===== src/design/bpc_pkg.sv =====
// ----------------------------------------------------------------------------
// bpc_pkg
// shared types and constants of the bezier point and coverage unit
// ----------------------------------------------------------------------------
package bpc_pkg;

  // configuration register indexes
  typedef enum logic [2:0] {
    REG_P0_X = 3'd0,
    REG_P0_Y = 3'd1,
    REG_P1_X = 3'd2,
    REG_P1_Y = 3'd3,
    REG_P2_X = 3'd4,
    REG_P2_Y = 3'd5,
    REG_P3_X = 3'd6,
    REG_P3_Y = 3'd7
  } reg_idx_e;

  localparam int unsigned NUM_REGS = 8;
  localparam int unsigned REG_IDX_W = 3;

  // reset coordinates in register index order
  localparam int unsigned REG_RESET [NUM_REGS] = '{100, 100, 200, 120, 300, 140, 400, 160};

  // coverage math
  localparam int unsigned FRAC8_W = 8;
  localparam int unsigned D2_W = 16;
  localparam int unsigned SQ_W = 32;
  localparam int unsigned ROOT_W = 17;
  localparam logic [D2_W-1:0] COV_SCALE = 16'd65025;  // 255 squared
  localparam logic [ROOT_W-1:0] COV_FULL = 17'd65280; // 255 * 256
  localparam int unsigned SQRT_ITERS = 16;
  localparam int unsigned SQRT_STEPS = 4;

  // per-stage load enables of one interpolation axis
  typedef struct packed {
    logic lvl1;
    logic lvl2;
    logic lvl3;
  } axis_en_t;

  // per-stage load enables of the distance front end
  typedef struct packed {
    logic sq;
    logic scale;
  } dist_en_t;

endpackage


===== src/design/bpc_dist.sv =====
// ----------------------------------------------------------------------------
// bpc_dist
// squared distance to the pixel centre, scaled by 255 squared
// ----------------------------------------------------------------------------
module bpc_dist (
  input  logic                              clk_i,
  input  bpc_pkg::dist_en_t                 en_i,
  input  logic [bpc_pkg::FRAC8_W-1:0]       frac_x_i,
  input  logic [bpc_pkg::FRAC8_W-1:0]       frac_y_i,
  output logic [bpc_pkg::SQ_W-1:0]          n_o
);

  logic signed [8:0]           dx, dy;
  logic signed [17:0]          sqx, sqy;
  logic [bpc_pkg::D2_W-1:0]    d2_q;

  always_comb begin
    dx  = $signed({1'b0, frac_x_i}) - 9'sd128;
    dy  = $signed({1'b0, frac_y_i}) - 9'sd128;
    sqx = dx * dx;
    sqy = dy * dy;
  end

  always_ff @(posedge clk_i) begin
    if (en_i.sq) begin
      d2_q <= sqx[15:0] + sqy[15:0];
    end
  end

  always_ff @(posedge clk_i) begin
    if (en_i.scale) begin
      n_o <= bpc_pkg::SQ_W'(d2_q * bpc_pkg::COV_SCALE);
    end
  end

endmodule


===== config.mk =====
export PLATFORM = sky130hd
export DESIGN_NAME = bpc_dist
export DESIGN_NICKNAME = d
export VERILOG_FILES = /design/src/design/bpc_pkg.sv /design/src/design/bpc_dist.sv
export SDC_FILE = /design/constraint.sdc
export NUM_CORES = 1
export LEC_CHECK = 0
export CORE_ASPECT_RATIO = 1.25
export CORE_MARGIN = 2
export CORE_UTILIZATION = 25
export CTS_BUF_LIST = sky130_fd_sc_hd__clkbuf_4
export CTS_CLUSTER_DIAMETER = 100
export DETAILED_ROUTE_END_ITERATION = 10
export DONT_BUFFER_PORTS = 1
export PLACE_DENSITY = 0.46
export SLEW_MARGIN = 40
export SYNTH_ARGS = -nofsm -noshare
export SYNTH_HDL_FRONTEND = slang
export SYNTH_SLANG_ARGS = --single-unit

===== constraint.sdc =====
create_clock -name clk_i -period 19.9 [get_ports clk_i]
set_input_delay 3.98 -clock clk_i [delete_from_list [all_inputs] [get_ports clk_i]]
set_output_delay 3.98 -clock clk_i [all_outputs]
set_load 0.005 [all_outputs]

-- After elaboration in Yosys (flattened, before gate mapping)
Index checks and enable logic that the tools add are counted.
- bits in registers: 48
- input port bits: 19
- output and inout port bits: 32
- word-level logic and storage cells: 8
- add/sub/neg operators: 3
- $mul: 3
- operator list (kind ; count):
    $mul A16 B16 Y32 const B ; 1
    $mul A9 B9 Y16 ; 2
    $sub A8 B8 Y9 const B ; 2
    $add A16 B16 Y16 ; 1

-- Logic depth before layout (Yosys ltp)
- word-level depth: 3
- gate-level depth with buffers: 22
- depth with buffers taken out: 21

-- Worst setup path after synthesis
OpenSTA, ideal clock, no wires.
- path kind: input-to-reg
- from: input port frac_x_i[7] (netlist bit)
- to: register d2_q[15] (netlist bit), data pin
- setup time: 260 ps
- data arrival time: 9311 ps
- required time: 19640 ps
- setup slack: 10329 ps
- cell stages on the path: 20
- buffers on the path: 1
- path through: clkbuf_1 > nand2b_1 > inv_1 > fa_1 > inv_1 > fa_1 > fa_1 > fa_1 > inv_1 > fa_1 > fa_1 > inv_1 > fa_1 > inv_1 > ha_1 > o21ai_0 > a21oi_1 > o41ai_1 > o21ai_0 > xnor2_1
- word-level cells in the longest chain between the ends: 3
- ends and longest elaborated chain (what ; RTL line ; RTL):
    start: declaration ; bpc_dist.sv:8 ; input logic [bpc_pkg::FRAC8_W-1:0] frac_x_i,
    $sub A8 B8 Y9 ; bpc_dist.sv:18 ; dx = $signed({1'b0, frac_x_i}) - 9'sd128;
    $mul A9 B9 Y16 ; bpc_dist.sv:20 ; sqx = dx * dx;
    $add A16 B16 Y16 ; bpc_dist.sv:26 ; d2_q <= sqx[15:0] + sqy[15:0];
    end signal: assignment ; bpc_dist.sv:26 ;
    end: declaration ; bpc_dist.sv:15 ; logic [bpc_pkg::D2_W-1:0] d2_q;
Every way passes these cells.
A chain may end at the register's enable or synchronous reset.

-- Final worst setup path
Ends and elaborated chain as after synthesis.

==> reports/metrics.cfg <==
[grt]
grt_max_degree = 33
globalRouteMet1Util_pct = 11.28
grt_util_met3_pct = 1.125
grt_use_met2_pct = 19.85
grt_pass1_wl_um = 31230
overflow = 0
grt_usage_pct = 10.07
grt_pass1_vias = 6182
antenna_found_initial = 1
grt-busiest-layer = met2

[logic_synthesis]
synth-simple-area-share_pct = 6.660
synth_compound_area_share_pct = 4.766
syn-instance-count = 895
synth_nets = 1253
synth_area_um2 = 9582
synth-edff-count = 48
synth_top_family_by_area = adder cells
synth-seq-cells = 48
ys_seq_area_share_pct = 15.04
yosys.area_share.xor_xnor_pct = 5.302
synthDistinctLibCells = 48
synth_ff_type = edfxtp_1
synth-async-reset-ratio_pct = 0
synth_mux_area_share_pct = 0.2220
synthAdderAreaFrac_pct = 57.82
ys_warn_count = 0
avgSynthCellArea_um2 = 10.71

[placement]
finalWeightedCongestion = 0.7889
portBuffers = 0
hpwl_um = 17090

[clocking]
cts_setup_buffers = 0
cts_tree = done
clock-sinks = 48
htreeDepth = 2
cts_resized = 0
insertion_delay_ns = 0.41
cts_buffer_depth = 2
clk_pin_slew_ns = 0.16
cts_inserted_buffers = 5
cts_hold_buf = 0
cts_root_buf = clkbuf_4

[route]
drt_iter0_markers = 150
drt-total-wl_um = 18610
firstDrtPassIters = 4
antenna_left = 0
wl_per_cell_um = 13.37
drc = 0
vias_per_cell = 4.057
via_count = 5648

[critical_path]
critical_path_arrival_ns = 9.27
critPathCaptureType = flip-flop
start_kind = input port
critical_path_class = input port to flip-flop
required_ns = 20.07
r2r_start = d2_q[3]
path_max_fanout = 14
startpoint = frac_x_i[7]

[layout]
area_growth_pct = 7.182
final_cell_mix = 255 x inv_1, 173 x fa_1, 166 x ha_1
mostFrequentLayoutCell = inv_1
drive_gt1_share_pct = 3.337
nets = 1256
utilization_pct = 27.00

[flow_run]
cap_violations = 0

[floorplanning]
dieWidth_um = 179.1
core_area_um2 = 38040
initial_core_util_pct = 25.19
die_h_um = 222.9
io_pins = 51
rows = 80
die-area_um2 = 39920

[timing]
drv_slew = 0
rsz0062_at_grt = no
setup_viol = 0
tightest_slew_ns = 0.5700
relSlewSlack_pct = 62.00
finalHoldViolCount = 0
tns_ns = 0
finalCritPeriodShare_pct = 45.72
fin_crit_ns = 9.099
fin_skew_ns = 0.02866
fmax_ghz = 0.1099

[run_status]
outcome = complete, no violations

[hold_path]
holdCritPathClass = flip-flop to flip-flop
worstHoldStart = d2_q[1]

==> synth_stat cells, types with 4 or more instances <==
master    instances  area, um2
inv_1           255      957.2
fa_1            173       3463
ha_1            166       2077
edfxtp_1         48       1441
xnor2_1          45      394.1
and2_1           28      175.2
nor2_1           26      97.59
a21oi_1          25      125.1
nand2_1          24      90.09
xor2_1           13      113.9
o21ai_0          11      55.05
a21o_1            9      67.56
nor2b_1           9      56.30
nand2b_1          8      50.05
or2_2             7      43.79
nor3_1            5      25.02
clkbuf_1          4      15.01
==> sequential cells by signal (all words and copies together) (netlist names) <==
register,flops
d2_q,16
n_o,32
==> routing by layer <==
metal | share of wire, % | wire, um
met3 | 2.3 | 429
met4 | 1.6 | 293
met2 | 58 | 10880
met1 | 38 | 7001
met5 | 0 | 0
==> path summary, 6_finish.rpt <==
path,cells after the start,to,slack [ns]
worst max register to register,15,n_o[30],14.41
worst min-delay path,0,n_o[1],0.64
worst min register to register,0,n_o[1],0.64
worst max-delay path,17,d2_q[15],10.80
==> final cells by class <==
| class | count | area, um2 |
|---|---|---|
| clock inverter | 3 | 47.55 |
| multi-input combinational | 587 | 7164 |
| inverter | 256 | 960.9 |
| fill | 4031 | 27770 |
| tap | 492 | 615.6 |
| sequential | 48 | 1441 |
| clock buffer | 5 | 37.54 |
| antenna | 1 | 2.502 |
==> critical path: stages <==
cell	delay, ns
or2_2	0.30
fa_1	0.52
fa_1	0.51
fa_1	0.51
inv_1	0.04
fa_1	0.47
fa_1	0.52
fa_1	0.54
inv_1	0.05
fa_1	0.49
inv_1	0.04
ha_1	0.32
o21ai_0	0.12
a21oi_1	0.12
o41ai_1	0.39
o21ai_0	0.19
xnor2_1	0.15
==> stage by stage <==
| stage | setup slack [ns] | cell area (um2) | std cells | hold WS, ns |
|---|---|---|---|---|
| 5_1_grt | 10.58 | 10270 | 1392 | 0.6827 |
| 3_3_place_gp | 10.34 | 10180 | 1383 | 0.6278 |
| 6_report | 10.80 | 10270 | 1392 | 0.6438 |
| 2_1_floorplan | 10.33 | 9582 | 895 | 0.4997 |
| 4_1_cts | 10.77 | 10270 | 1391 | 0.6642 |
| 3_5_place_dp | 10.31 | 10180 | 1383 | 0.6272 |
==> kinds of logic after synthesis <==
family                   Yosys count
AO/OA/AOI/OAI                     67
XOR/XNOR                          58
adder cells (fa/ha/maj)          339
buffers and inverters            260
flip-flops                        48
multiplexers                       2
AND/OR/NAND/NOR                  121
Power is not shown: default switching activity piles up to over one toggle a cycle in this logic, so the estimate is an artifact.
