[config.mk]
export PLATFORM = sky130hd
export DESIGN_NAME = bpc_sqrt_step
export DESIGN_NICKNAME = d
export VERILOG_FILES = /design/src/design/bpc_pkg.sv /design/src/design/bpc_sqrt_step.sv
export SDC_FILE = /design/constraint.sdc
export NUM_CORES = 1
export LEC_CHECK = 0
export ABC_AREA = 1
export BUFFER_PORTS_ARGS = -buffer_cell sky130_fd_sc_hd__buf_2
export CORE_AREA = 2 2 153 155
export CTS_BUF_LIST = sky130_fd_sc_hd__clkbuf_4
export CTS_CLUSTER_SIZE = 28
export DETAILED_ROUTE_END_ITERATION = 12
export DIE_AREA = 0 0 155 157
export PLACE_DENSITY = 0.76
export SYNTH_ARGS = -nofsm -noshare
export SYNTH_HDL_FRONTEND = slang
export SYNTH_SLANG_ARGS = --single-unit
[constraint.sdc]
create_clock -name clk_i -period 9.2 [get_ports clk_i]
set_input_delay 0.46 -clock clk_i [delete_from_list [all_inputs] [get_ports clk_i]]
set_output_delay 0.46 -clock clk_i [all_outputs]
set_load 0.02 [all_outputs]
[src/design/bpc_pkg.sv]
// ----------------------------------------------------------------------------
// bpc_pkg
// shared types and constants of the bezier point and coverage unit
// ----------------------------------------------------------------------------
package bpc_pkg;

  // configuration register indexes
  typedef enum logic [2:0] {
    REG_P0_X = 3'd0,
    REG_P0_Y = 3'd1,
    REG_P1_X = 3'd2,
    REG_P1_Y = 3'd3,
    REG_P2_X = 3'd4,
    REG_P2_Y = 3'd5,
    REG_P3_X = 3'd6,
    REG_P3_Y = 3'd7
  } reg_idx_e;

  localparam int unsigned NUM_REGS = 8;
  localparam int unsigned REG_IDX_W = 3;

  // reset coordinates in register index order
  localparam int unsigned REG_RESET [NUM_REGS] = '{100, 100, 200, 120, 300, 140, 400, 160};

  // coverage math
  localparam int unsigned FRAC8_W = 8;
  localparam int unsigned D2_W = 16;
  localparam int unsigned SQ_W = 32;
  localparam int unsigned ROOT_W = 17;
  localparam logic [D2_W-1:0] COV_SCALE = 16'd65025;  // 255 squared
  localparam logic [ROOT_W-1:0] COV_FULL = 17'd65280; // 255 * 256
  localparam int unsigned SQRT_ITERS = 16;
  localparam int unsigned SQRT_STEPS = 4;

  // per-stage load enables of one interpolation axis
  typedef struct packed {
    logic lvl1;
    logic lvl2;
    logic lvl3;
  } axis_en_t;

  // per-stage load enables of the distance front end
  typedef struct packed {
    logic sq;
    logic scale;
  } dist_en_t;

endpackage

[src/design/bpc_sqrt_step.sv]
// ----------------------------------------------------------------------------
// bpc_sqrt_step
// one registered slice of the digit-by-digit integer square root
// ----------------------------------------------------------------------------
module bpc_sqrt_step #(
  parameter int TOP_ITER = 15,
  parameter int STEPS    = 4
) (
  input  logic                       clk_i,
  input  logic                       en_i,
  input  logic [bpc_pkg::SQ_W-1:0]   n_i,
  input  logic [bpc_pkg::SQ_W-1:0]   r_i,
  output logic [bpc_pkg::SQ_W-1:0]   n_o,
  output logic [bpc_pkg::SQ_W-1:0]   r_o
);

  logic [bpc_pkg::SQ_W-1:0] n_d, r_d, bitv;

  always_comb begin
    n_d = n_i;
    r_d = r_i;
    for (int k = 0; k < STEPS; k++) begin
      bitv = bpc_pkg::SQ_W'(1) << (2 * (TOP_ITER - k));
      if (n_d >= r_d + bitv) begin
        n_d = n_d - (r_d + bitv);
        r_d = (r_d >> 1) + bitv;
      end else begin
        r_d = r_d >> 1;
      end
    end
  end

  always_ff @(posedge clk_i) begin
    if (en_i) begin
      n_o <= n_d;
      r_o <= r_d;
    end
  end

endmodule

# Word-level counts from Yosys, hierarchy flattened
# Cells that the tools add are included.
# totals
ff_bits	64
latchBits	0
ramBits	0
rom_bits	0
input_bits	66
elab_cells	27
memories	0
# classes
addsub	12
multipliers	0
n_div	0
n_lt_le_gt_ge	4
eq_ne	0
n_shift	0
mux	8
bitwise_logic	0
reduce_logical	0
# op_table
operator	count
two-way mux 32 bit	7
greater-or-equal comparator 32 bit	4
subtractor 32 bit	4
adder 31 x 25 -> 32 bit (second input constant)	1
adder 31 x 27 -> 32 bit (second input constant)	1
adder 31 x 29 -> 32 bit (second input constant)	1
adder 31 x 31 -> 32 bit (second input constant)	1
adder 32 x 25 -> 32 bit (second input constant)	1
adder 32 x 27 -> 32 bit (second input constant)	1
adder 32 x 29 -> 32 bit (second input constant)	1
adder 32 x 31 -> 32 bit (second input constant)	1
two-way mux 31 bit	1

# Longest topological paths before layout
# Gate-level depths: netlist of the first run.
# logic_depth
word_depth	12
mapped_depth	63

# Worst setup path after synthesis of the first run
# OpenSTA, ideal clock, no wires.
# synth_timing
path_type	in2reg
startpoint	input port n_i[0] in the netlist's numbering
endpoint	register r_o[27] in the netlist's numbering, data pin
t_arrival_ps	8042
required_ps	8941
slack_ps	899
path_stages	58
cell_sequence	inv_1 ha_1 inv_1 fa_1 nand3_1 nand3_2 nand2_1 o211ai_2 nand3_1 nand2_1 nand2_2 nand3_4 buf_4 buf_2 ha_1 ha_1 nand2_1 xor2_1 [22 not listed] nand2_1 nand2_2 inv_1 ha_1 nand2_1 nor3_1 xor2_1 ha_1 nand2_1 inv_1 nand3_1 nor4_1 nand2_1 nand3_2 nand2_1 nor2_2 nand2_1 xor2_1
# synth_between
elab_chain_len	11
elab_cells_between_ends	20
cone_classes	9 x add/sub; 4 x order compare; 7 x mux
# synth_lines
item	line	rtl
start: declaration	bpc_sqrt_step.sv:11	input logic [bpc_pkg::SQ_W-1:0] n_i,
greater-or-equal comparator 32 bit	bpc_sqrt_step.sv:24	if (n_d >= r_d + bitv) begin
two-way mux 32 bit	bpc_sqrt_step.sv:24	
adder 32 x 29 -> 32 bit	bpc_sqrt_step.sv:24, bpc_sqrt_step.sv:25	
greater-or-equal comparator 32 bit	bpc_sqrt_step.sv:24	
two-way mux 32 bit	bpc_sqrt_step.sv:24	
adder 32 x 27 -> 32 bit	bpc_sqrt_step.sv:24, bpc_sqrt_step.sv:25	
greater-or-equal comparator 32 bit	bpc_sqrt_step.sv:24	
two-way mux 32 bit	bpc_sqrt_step.sv:24	
adder 32 x 25 -> 32 bit	bpc_sqrt_step.sv:24	
greater-or-equal comparator 32 bit	bpc_sqrt_step.sv:24	
two-way mux 31 bit (*)	bpc_sqrt_step.sv:24	
net r_d, one bit	bpc_sqrt_step.sv:17	logic [bpc_pkg::SQ_W-1:0] n_d, r_d, bitv;
end signal: assignment	bpc_sqrt_step.sv:36	r_o <= r_d;
end: declaration	bpc_sqrt_step.sv:14	output logic [bpc_pkg::SQ_W-1:0] r_o
# Mark *: on every way through the listed nets, which the timed path passes. The rest lies on a longest branch.
# A chain may end at the register's enable or synchronous reset.

# Worst setup path after layout of the first run
# layout_timing
startpoint	input port r_i[29] in the netlist's numbering
endpoint	register n_o[0] in the netlist's numbering, data pin
# layout_between
elab_chain_len	12
elab_cells_between_ends	22
cone_classes	11 x add/sub; 4 x order compare; 7 x mux
# layout_lines
item	line	rtl
start: declaration	bpc_sqrt_step.sv:12	input logic [bpc_pkg::SQ_W-1:0] r_i,
adder 32 x 31 -> 32 bit	bpc_sqrt_step.sv:24, bpc_sqrt_step.sv:25	
greater-or-equal comparator 32 bit	bpc_sqrt_step.sv:24	
two-way mux 32 bit	bpc_sqrt_step.sv:24	
adder 32 x 29 -> 32 bit	bpc_sqrt_step.sv:24, bpc_sqrt_step.sv:25	
greater-or-equal comparator 32 bit	bpc_sqrt_step.sv:24	
two-way mux 32 bit	bpc_sqrt_step.sv:24	
adder 32 x 27 -> 32 bit	bpc_sqrt_step.sv:24, bpc_sqrt_step.sv:25	
greater-or-equal comparator 32 bit	bpc_sqrt_step.sv:24	
two-way mux 32 bit	bpc_sqrt_step.sv:24	
adder 32 x 25 -> 32 bit	bpc_sqrt_step.sv:24, bpc_sqrt_step.sv:25	
subtractor 32 bit or greater-or-equal comparator 32 bit (tied branches)	bpc_sqrt_step.sv:25, bpc_sqrt_step.sv:24	
two-way mux 32 bit (*)	bpc_sqrt_step.sv:24	
net n_d, one bit	bpc_sqrt_step.sv:17	
end signal: assignment	bpc_sqrt_step.sv:35	n_o <= n_d;
end: declaration	bpc_sqrt_step.sv:13	output logic [bpc_pkg::SQ_W-1:0] n_o,
# Marked as above.

==> metrics.yaml, run 1 <==
global_routing:
  grt_pass1_wl_um: 62600
  antenna_found_initial: 1
  gr-total-overflow: 0
  grt_pass1_vias: 12600
  grt_max_degree: 62
  grt_use_total_pct: 32.5
clock_network:
  path_clk_slew_ns: 0.16
  cts_tree: "done"
  clock_sinks: 64
  ctsHoldBuffers: 0
  clock-root-buffer: "clkbuf_4"
  htreeDepth: 3
  clk_path_buf_depth: 2
  cts_buffers: 9
cells_and_area:
  fillCellCount: 2175
  drive_gt1_share_pct: 13.9
  mostFrequentLayoutCell: "nand2_1"
  final_cell_mix: "574 x nand2_1, 234 x inv_1, 159 x nand3_1, 148 x a21oi_1, 144 x nor2_1"
  post-route-util_pct: 61.0
  syn_to_final_growth_pct: 12.3
  fin_nets: 2325
synthesis:
  yosysSeqAreaShare_pct: 15.7
  yosys.area_share.xor_xnor_pct: 6.88
  synth_cell_types: 51
  yosys.area_share.adder_pct: 14.6
  synth_cells: 1959
  ys_async_sr_fraction_pct: 0
  yosys.area_share.simple_pct: 38.8
  ys_warn_count: 0
  syn_avg_cell_area_um2: 6.24
  synth_top_family_by_area: "simple AND/OR/NAND/NOR gates"
  synth.area.mux_share_pct: 0
  synth-compound-area-share_pct: 14.7
  synth_ff_type: "edfxtp_1"
  netlist_area_mm2: 0.0122
  synth-seq-cells: 64
  synth_fp_nets: 2165
  synth_edf_count: 64
placed_design:
  io_buffers: 129
  gp_congestion: 1.07
  dp_hpwl_um: 34300
  dp_slack_ns: -0.477
routing:
  routed_wl_um: 40900
  first_pass_iters: 8
  ant_nets: 0
  vias: 13900
  drtIter0Drc: 1548
  via_per_inst: 5.78
  drt-wirelength-per-cell_um: 17.0
  drc: 0
worst_setup_path:
  endpoint_kind: "register"
  slowest_delay_ns: 0.38
  cp_max_fo: 33
  criticalPathCategory: "input port to register"
  critPathSlowestCell: "ha_2"
  crit_top_cell: "nand2_1"
  critPathRequiredTime_ns: 9.45
  worstPathArrival_ns: 8.96
  cp-start-kind: "input port"
outcome:
  status: "completed"
timing:
  worst_slew_pin_slew_ns: 0.805
  period_share_pct: 94.7
  slew_violations: 0
  setup_violations: 0
  min_period_ns: 8.71
  max-slew-margin-rel_pct: 46.3
  fmax_mhz: 115
  finalHoldViolCount: 0
  hold_slack_ns: 0.175
  fin_ws_ns: 0.489
floorplanning:
  die_area_mm2: 0.0243
  die_w_um: 155
  row_count: 55
  core-area_mm2: 0.0225
  top_level_ports: 130
  start_util_pct: 54.3
  die_h_um: 157
worst_hold_path:
  hp-class: "input port to register"
flow_run:
  maxCapViolCount: 0
==> cell families (layout without fill, tap and decap cells) <==
group / after synthesis / after routing
and+or+nand+nor: 1060 / 1060
AOI/OAI and AO/OA: 314 / 314
buffers and inverters: 284 / 449
adders and majority gates: 140 / 140
xor gates and xnor gates: 96 / 96
DFF: 64 / 64
other: 1 / 2
==> stage by stage <==
step	instance area, um^2	setup TNS (ns)	instances
floorplan	12200	0	1959
CTS	13500	0	2400
finish	13700	0	2410
global route	13700	-0.645	2410
global placement	13400	-2.30	2384
detailed placement	13400	-14.36	2384
==> Yosys cell counts, types with 25 or more instances <==
library cell  number  area [um^2]
nand2_1          575         2160
inv_1            235          882
nand3_1          159          796
a21oi_1          151          756
nor2_1           145          544
ha_1             135         1690
o21ai_0           74          370
edfxtp_1          64         1920
xor2_1            52          455
xnor2_1           44          385
and2_1            29          181
o21bai_1          25          188
==> registers in the layout (all words and copies together) (netlist names) <==
register,flops
r_o,32
n_o,32
==> critical path: cells and delay by family <==
kind                       cells  cell delay, ns
AOI/OAI and AO/OA              6            0.89
and+or+nand+nor               31            3.94
adders and majority gates      6            1.76
buffers and inverters         11            1.46
xor gates and xnor gates       2            0.35
==> timing repair <==
item                       CTS  global route
setup buffers                0             8
pin swaps                    0             6
gates cloned                 0             1
resized for setup            1            39
hold endpoints to repair     0             0
setup endpoints to repair    1            39
==> area by class of cell <==
cell class | instances | area [um^2] | area share [%]
Tap cell | 285 | 357 | 2.60
Multi-Input combinational cell | 1611 | 9290 | 67.6
Antenna cell | 1 | 2.50 | 0.0182
Timing Repair Buffer | 175 | 1060 | 7.69
Sequential cell | 64 | 1920 | 14.0
Clock inverter | 7 | 62.6 | 0.455
Inverter | 258 | 982 | 7.15
Clock buffer | 9 | 67.6 | 0.492
==> worst paths after layout <==
path                    start  endpoint  cells past startpoint  slack (ns)
worst max-delay path  r_i[29]    n_o[0]                     56        0.49
worst min-delay path   r_i[5]    r_o[1]                      1        0.17
==> per-layer routing <==
layer	GRT usage (%)	up-vias	part of all wire (%)
met5	0	-	0
li1	-	6803	-
met3	3.72	114	9.6
met1	45.1	6233	44
met2	52.3	771	43
met4	11.5	0	3.4
Power of run 1 is left out: the tool's default activity adds up to more than one toggle a clock period on the data nets, which glitch-free logic cannot reach.
==> inputs of run 2 (changes only) <==
BUFFER_PORTS_ARGS = -buffer_cell sky130_fd_sc_hd__buf_4   (was -buffer_cell sky130_fd_sc_hd__buf_2)
==> run 2 against run 1 <==
  * Flip-flop and latch count is the same
  * Fmax grew 1.2%
  * Sequential share of layout area shrank 0.13 points
==> metrics.yaml, run 2 (synthesis results as in run 1) <==
outcome:
  status: "completed"  # unchanged
timing:
  min_period_ns: 8.61  # was 8.71 ns
  hold_slack_ns: 0.180  # was 0.175 ns
  max-slew-margin-rel_pct: 43.7  # was 46.3%
  setup_violations: 0  # unchanged
  period_share_pct: 93.6  # was 94.7%
  fmax_mhz: 116  # was 115 MHz
  worst_slew_pin_slew_ns: 0.845  # was 0.805 ns
  slew_violations: 0  # unchanged
  finalHoldViolCount: 0  # unchanged
worst_setup_path:
  cp_num_buf_inv: 12  # was 11
  slowest_delay_ns: 0.42  # was 0.38 ns
  critPathRequiredTime_ns: 9.43  # was 9.45 ns
  worstPathArrival_ns: 8.84  # was 8.96 ns
  cp-start-kind: "input port"  # unchanged
  critPathSlowestCell: "fa_1"  # was ha_2
  criticalPathCategory: "input port to register"  # unchanged
  crit_top_cell: "nand2_1"  # unchanged
  cp_top_family: "simple AND/OR/NAND/NOR gates"  # unchanged
  cp_max_fo: 46  # was 33
  endpoint_kind: "register"  # unchanged
clock_network:
  path_clk_slew_ns: 0.12  # was 0.16 ns
  clock-root-buffer: "clkbuf_4"  # unchanged
  clk_path_buf_depth: 2  # unchanged
  htreeDepth: 3  # unchanged
  cts_buffers: 9  # unchanged
  cts_tree: "done"  # unchanged
  ctsHoldBuffers: 0  # unchanged
  clock_sinks: 64  # unchanged
placed_design:
  dp_hpwl_um: 35300  # was 34,300 um
  io_buffers: 129  # unchanged
  placed_area_mm2: 0.0136  # was 0.0134 mm^2
  gp_congestion: 1.06  # was 1.07
routing:
  vias: 13700  # was 13.9k
  drc: 0  # unchanged
  routed_wl_um: 41200  # was 40,900 um
  drt-wirelength-per-cell_um: 17.2  # was 17.0 um
  via_per_inst: 5.74  # was 5.78
  drtIter0Drc: 1388  # was 1,548
  ant_nets: 0  # unchanged
  first_pass_iters: 6  # was 8
cells_and_area:
  top_regs: "n_o: 32 flops, r_o: 32 flops"  # unchanged
  fillCellCount: 2191  # was 2,175
  drive_gt1_share_pct: 13.0  # was 13.9%
  fin_nets: 2311  # was 2,325
  syn_to_final_growth_pct: 13.4  # was 12.3%
  final_cell_mix: "575 x nand2_1, 235 x inv_1, 159 x nand3_1, 156 x buf_4, 149 x a21oi_1"  # was 574 x nand2_1, 234 x inv_1, 159 x nand3_1, 148 x a21oi_1, 144 x nor2_1
  mostFrequentLayoutCell: "nand2_1"  # unchanged
  design_area_mm2: 0.0139  # was 0.0137 mm^2
floorplanning:
  die_h_um: 157  # unchanged
  die_area_mm2: 0.0243  # unchanged
  die_w_um: 155  # unchanged
  core-area_mm2: 0.0225  # unchanged
  top_level_ports: 130  # unchanged
  start_util_pct: 54.3  # unchanged
  row_count: 55  # unchanged
global_routing:
  antenna_found_initial: 1  # unchanged
  grt_pass1_vias: 12600  # about the same
  grt_pass1_wl_um: 64300  # was 62,600 um
  grt_max_degree: 65  # was 62
  gr-total-overflow: 0  # unchanged
  grt_use_total_pct: 33.6  # was 32.5%
flow_run:
  maxCapViolCount: 0  # unchanged
worst_hold_path:
  hp-class: "input port to register"  # unchanged
-- run 2: final cells by class --
class                   count  area (um^2)  area share (%)
clock inverters             5         72.6           0.523
well taps                 285          357            2.57
inverters                 258          976            7.04
clock buffers              10         75.1           0.541
repair buffers            161         1250            9.04
multi-input cells        1611         9210            66.4
diodes                      1         2.50          0.0180
flip-flops and latches     64         1920            13.9
-- run 2: metal layers --
metal  vias to the layer above  global-route usage, %  wire, um
li1                       6774                      -         -
met1                      6128                   47.4     18500
met3                       103                   3.11      3500
met2                       743                   52.5     17400
met4                         0                   14.3      1810
met5                         -                      0         0
-- run 2: timing repair --
item                       CTS  global route
setup endpoints to repair    0            38
buffers inserted             0             1
gates resized for setup      0            24
-- run 2: worst paths after layout --
kind	start	endpoint	slack, ns	depth (start not counted)
worst max-delay path	n_i[0]	n_o[0]	0.59	58
worst min-delay path	r_i[6]	r_o[2]	0.18	1
-- run 2: per-stage QoR --
step                instances  utilization (%)  worst slack [ns]  TNS [ns]
floorplan                1959                -             0.899         0
detailed placement       2378             60.6           -0.0309   -0.0309
global placement         2378             60.6             0.186         0
CTS                      2393             61.2             0.439         0
global route             2395             61.6           -0.0545   -0.0967
finish                   2395             61.6             0.593         0
Power of run 2 is left out for the same reason.
==> inputs of run 3 (changes only) <==
CORE_AREA = 2 2 143 145   (was 2 2 153 155)
DIE_AREA = 0 0 145 147   (was 0 0 155 157)
PLACE_DENSITY = 0.85   (was 0.76)
==> run 3 against run 2 <==
  * Via count grew 0.95%
  * Critical path depth down 4
  * Cell area about the same
  * Routed wire length decreased by 3.0%
  * Critical endpoint unchanged
  * Worst hold slack improved by 0.022 ns
  * Setup slack got worse by 0.17 ns
  * Final cell count is 0.63% lower
  * Non-clock buffer count shrank 1
  * Global-route usage up 2.6 points
  * Highest routed layer unchanged
  * Critical path type unchanged
  * Fmax down 1.9%
  * Die area shrank 12%
  * Utilization is 8.2 points higher
==> metrics.yaml, run 3 (synthesis results as in run 1) <==
floorplanning:
  top_level_ports: 130  # unchanged
  die_w_um: 145  # was 155 um
  die_h_um: 147  # was 157 um
  core-area_mm2: 0.0198  # was 0.0225 mm^2
  start_util_pct: 61.6  # was 54.3%
  die_area_mm2: 0.0213  # was 0.0243 mm^2
  row_count: 52  # was 55
clock_network:
  ctsHoldBuffers: 0  # unchanged
  cts_tree: "done"  # unchanged
  path_clk_slew_ns: 0.12  # about the same
  clk_path_buf_depth: 2  # unchanged
  clock-root-buffer: "clkbuf_4"  # unchanged
  htreeDepth: 3  # unchanged
  cts_buffers: 9  # unchanged
  clock_sinks: 64  # unchanged
routing:
  routed_wl_um: 40000  # was 41,200 um
  drt-wirelength-per-cell_um: 16.8  # was 17.2 um
  drc: 0  # unchanged
  drtIter0Drc: 1401  # was 1,388
  vias: 13900  # was 13.7k
  first_pass_iters: 9  # was 6
  via_per_inst: 5.83  # was 5.74
  ant_nets: 0  # unchanged
timing:
  finalHoldViolCount: 0  # unchanged
  setup_violations: 0  # unchanged
  max-slew-margin-rel_pct: 47.7  # was 43.7%
  period_share_pct: 95.4  # was 93.6%
  rsz0062_at_grt: "yes"
  min_period_ns: 8.77  # was 8.61 ns
  slew_violations: 0  # unchanged
  hold_slack_ns: 0.202  # was 0.180 ns
  worst_slew_pin_slew_ns: 0.785  # was 0.845 ns
  fmax_mhz: 114  # was 116 MHz
placed_design:
  gp_congestion: 1.02  # was 1.06
  io_buffers: 129  # unchanged
  dp_hpwl_um: 34000  # was 35,300 um
worst_hold_path:
  hp-class: "input port to register"  # unchanged
global_routing:
  gr-total-overflow: 0  # unchanged
  grt_use_total_pct: 36.2  # was 33.6%
  antenna_found_initial: 2  # was 1
  grt_max_degree: 70  # was 65
  grt_pass1_wl_um: 62000  # was 64,300 um
  grt_pass1_vias: 12400  # was 12.6k
worst_setup_path:
  endpoint_kind: "register"  # unchanged
  critPathRequiredTime_ns: 9.52  # was 9.43 ns
  cp_top_family: "simple AND/OR/NAND/NOR gates"  # unchanged
  criticalPathCategory: "input port to register"  # unchanged
  cp_max_fo: 69  # was 46
  cp_num_buf_inv: 11  # was 12
  slowest_delay_ns: 0.45  # was 0.42 ns
  crit_top_cell: "nand2_1"  # unchanged
  critPathSlowestCell: "fa_1"  # unchanged
  cp-start-kind: "input port"  # unchanged
  worstPathArrival_ns: 9.09  # was 8.84 ns
cells_and_area:
  top_regs: "n_o: 32 flops, r_o: 32 flops"  # unchanged
  syn_to_final_growth_pct: 13.3  # was 13.4%
  mostFrequentLayoutCell: "nand2_1"  # unchanged
  post-route-util_pct: 69.8  # was 61.6%
  drive_gt1_share_pct: 13.2  # was 13.0%
  fin_nets: 2310  # was 2,311
  final_cell_mix: "575 x nand2_1, 234 x inv_1, 159 x nand3_1, 156 x buf_4, 148 x a21oi_1"  # was 575 x nand2_1, 235 x inv_1, 159 x nand3_1, 156 x buf_4, 149 x a21oi_1
  fillCellCount: 1783  # was 2,191
flow_run:
  maxCapViolCount: 0  # unchanged
outcome:
  status: "completed"  # unchanged
## run 3: path summary, 6_finish.rpt
kind	start	end	slack, ns	depth (start not counted)
hold / removal	r_i[5]	r_o[1]	0.20	1
setup / recovery	r_i[28]	n_o[0]	0.43	54
## run 3: per-layer routing
metal | wire length [um] | vias to the layer above | track usage (%)
met5 | 0 | - | 0
met4 | 1960 | 0 | 16.3
met3 | 4030 | 141 | 3.76
met2 | 17500 | 819 | 58.3
met1 | 16500 | 6151 | 49.2
li1 | - | 6768 | -
## run 3: area by class of cell
cell class | instances | area [um^2] | area share, %
timing repair buffer | 160 | 1240 | 8.98
antenna | 1 | 2.50 | 0.0181
clock inverter | 6 | 60.1 | 0.433
inverter | 258 | 971 | 7.01
multi-input combinational | 1611 | 9240 | 66.7
clock buffer | 10 | 75.1 | 0.542
sequential | 64 | 1920 | 13.9
tap | 270 | 338 | 2.44
## run 3: stage by stage
step | setup WS, ns | cell area (um^2) | cells | setup TNS (ns)
after floorplan | 0.899 | 12200 | 1959 | 0
after global placement | 0.316 | 13600 | 2361 | 0
after detailed placement | 0.00616 | 13600 | 2361 | 0
after CTS | 0.404 | 13700 | 2377 | 0
after global routing | -0.113 | 13900 | 2380 | -1.86
final | 0.427 | 13900 | 2380 | 0
## run 3: timing repair
| item | in CTS | in global routing |
|---|---|---|
| setup buffers | 0 | 2 |
| setup endpoints to repair | 0 | 36 |
| gates resized for setup | 0 | 19 |
Power of run 3 is left out for the same reason.
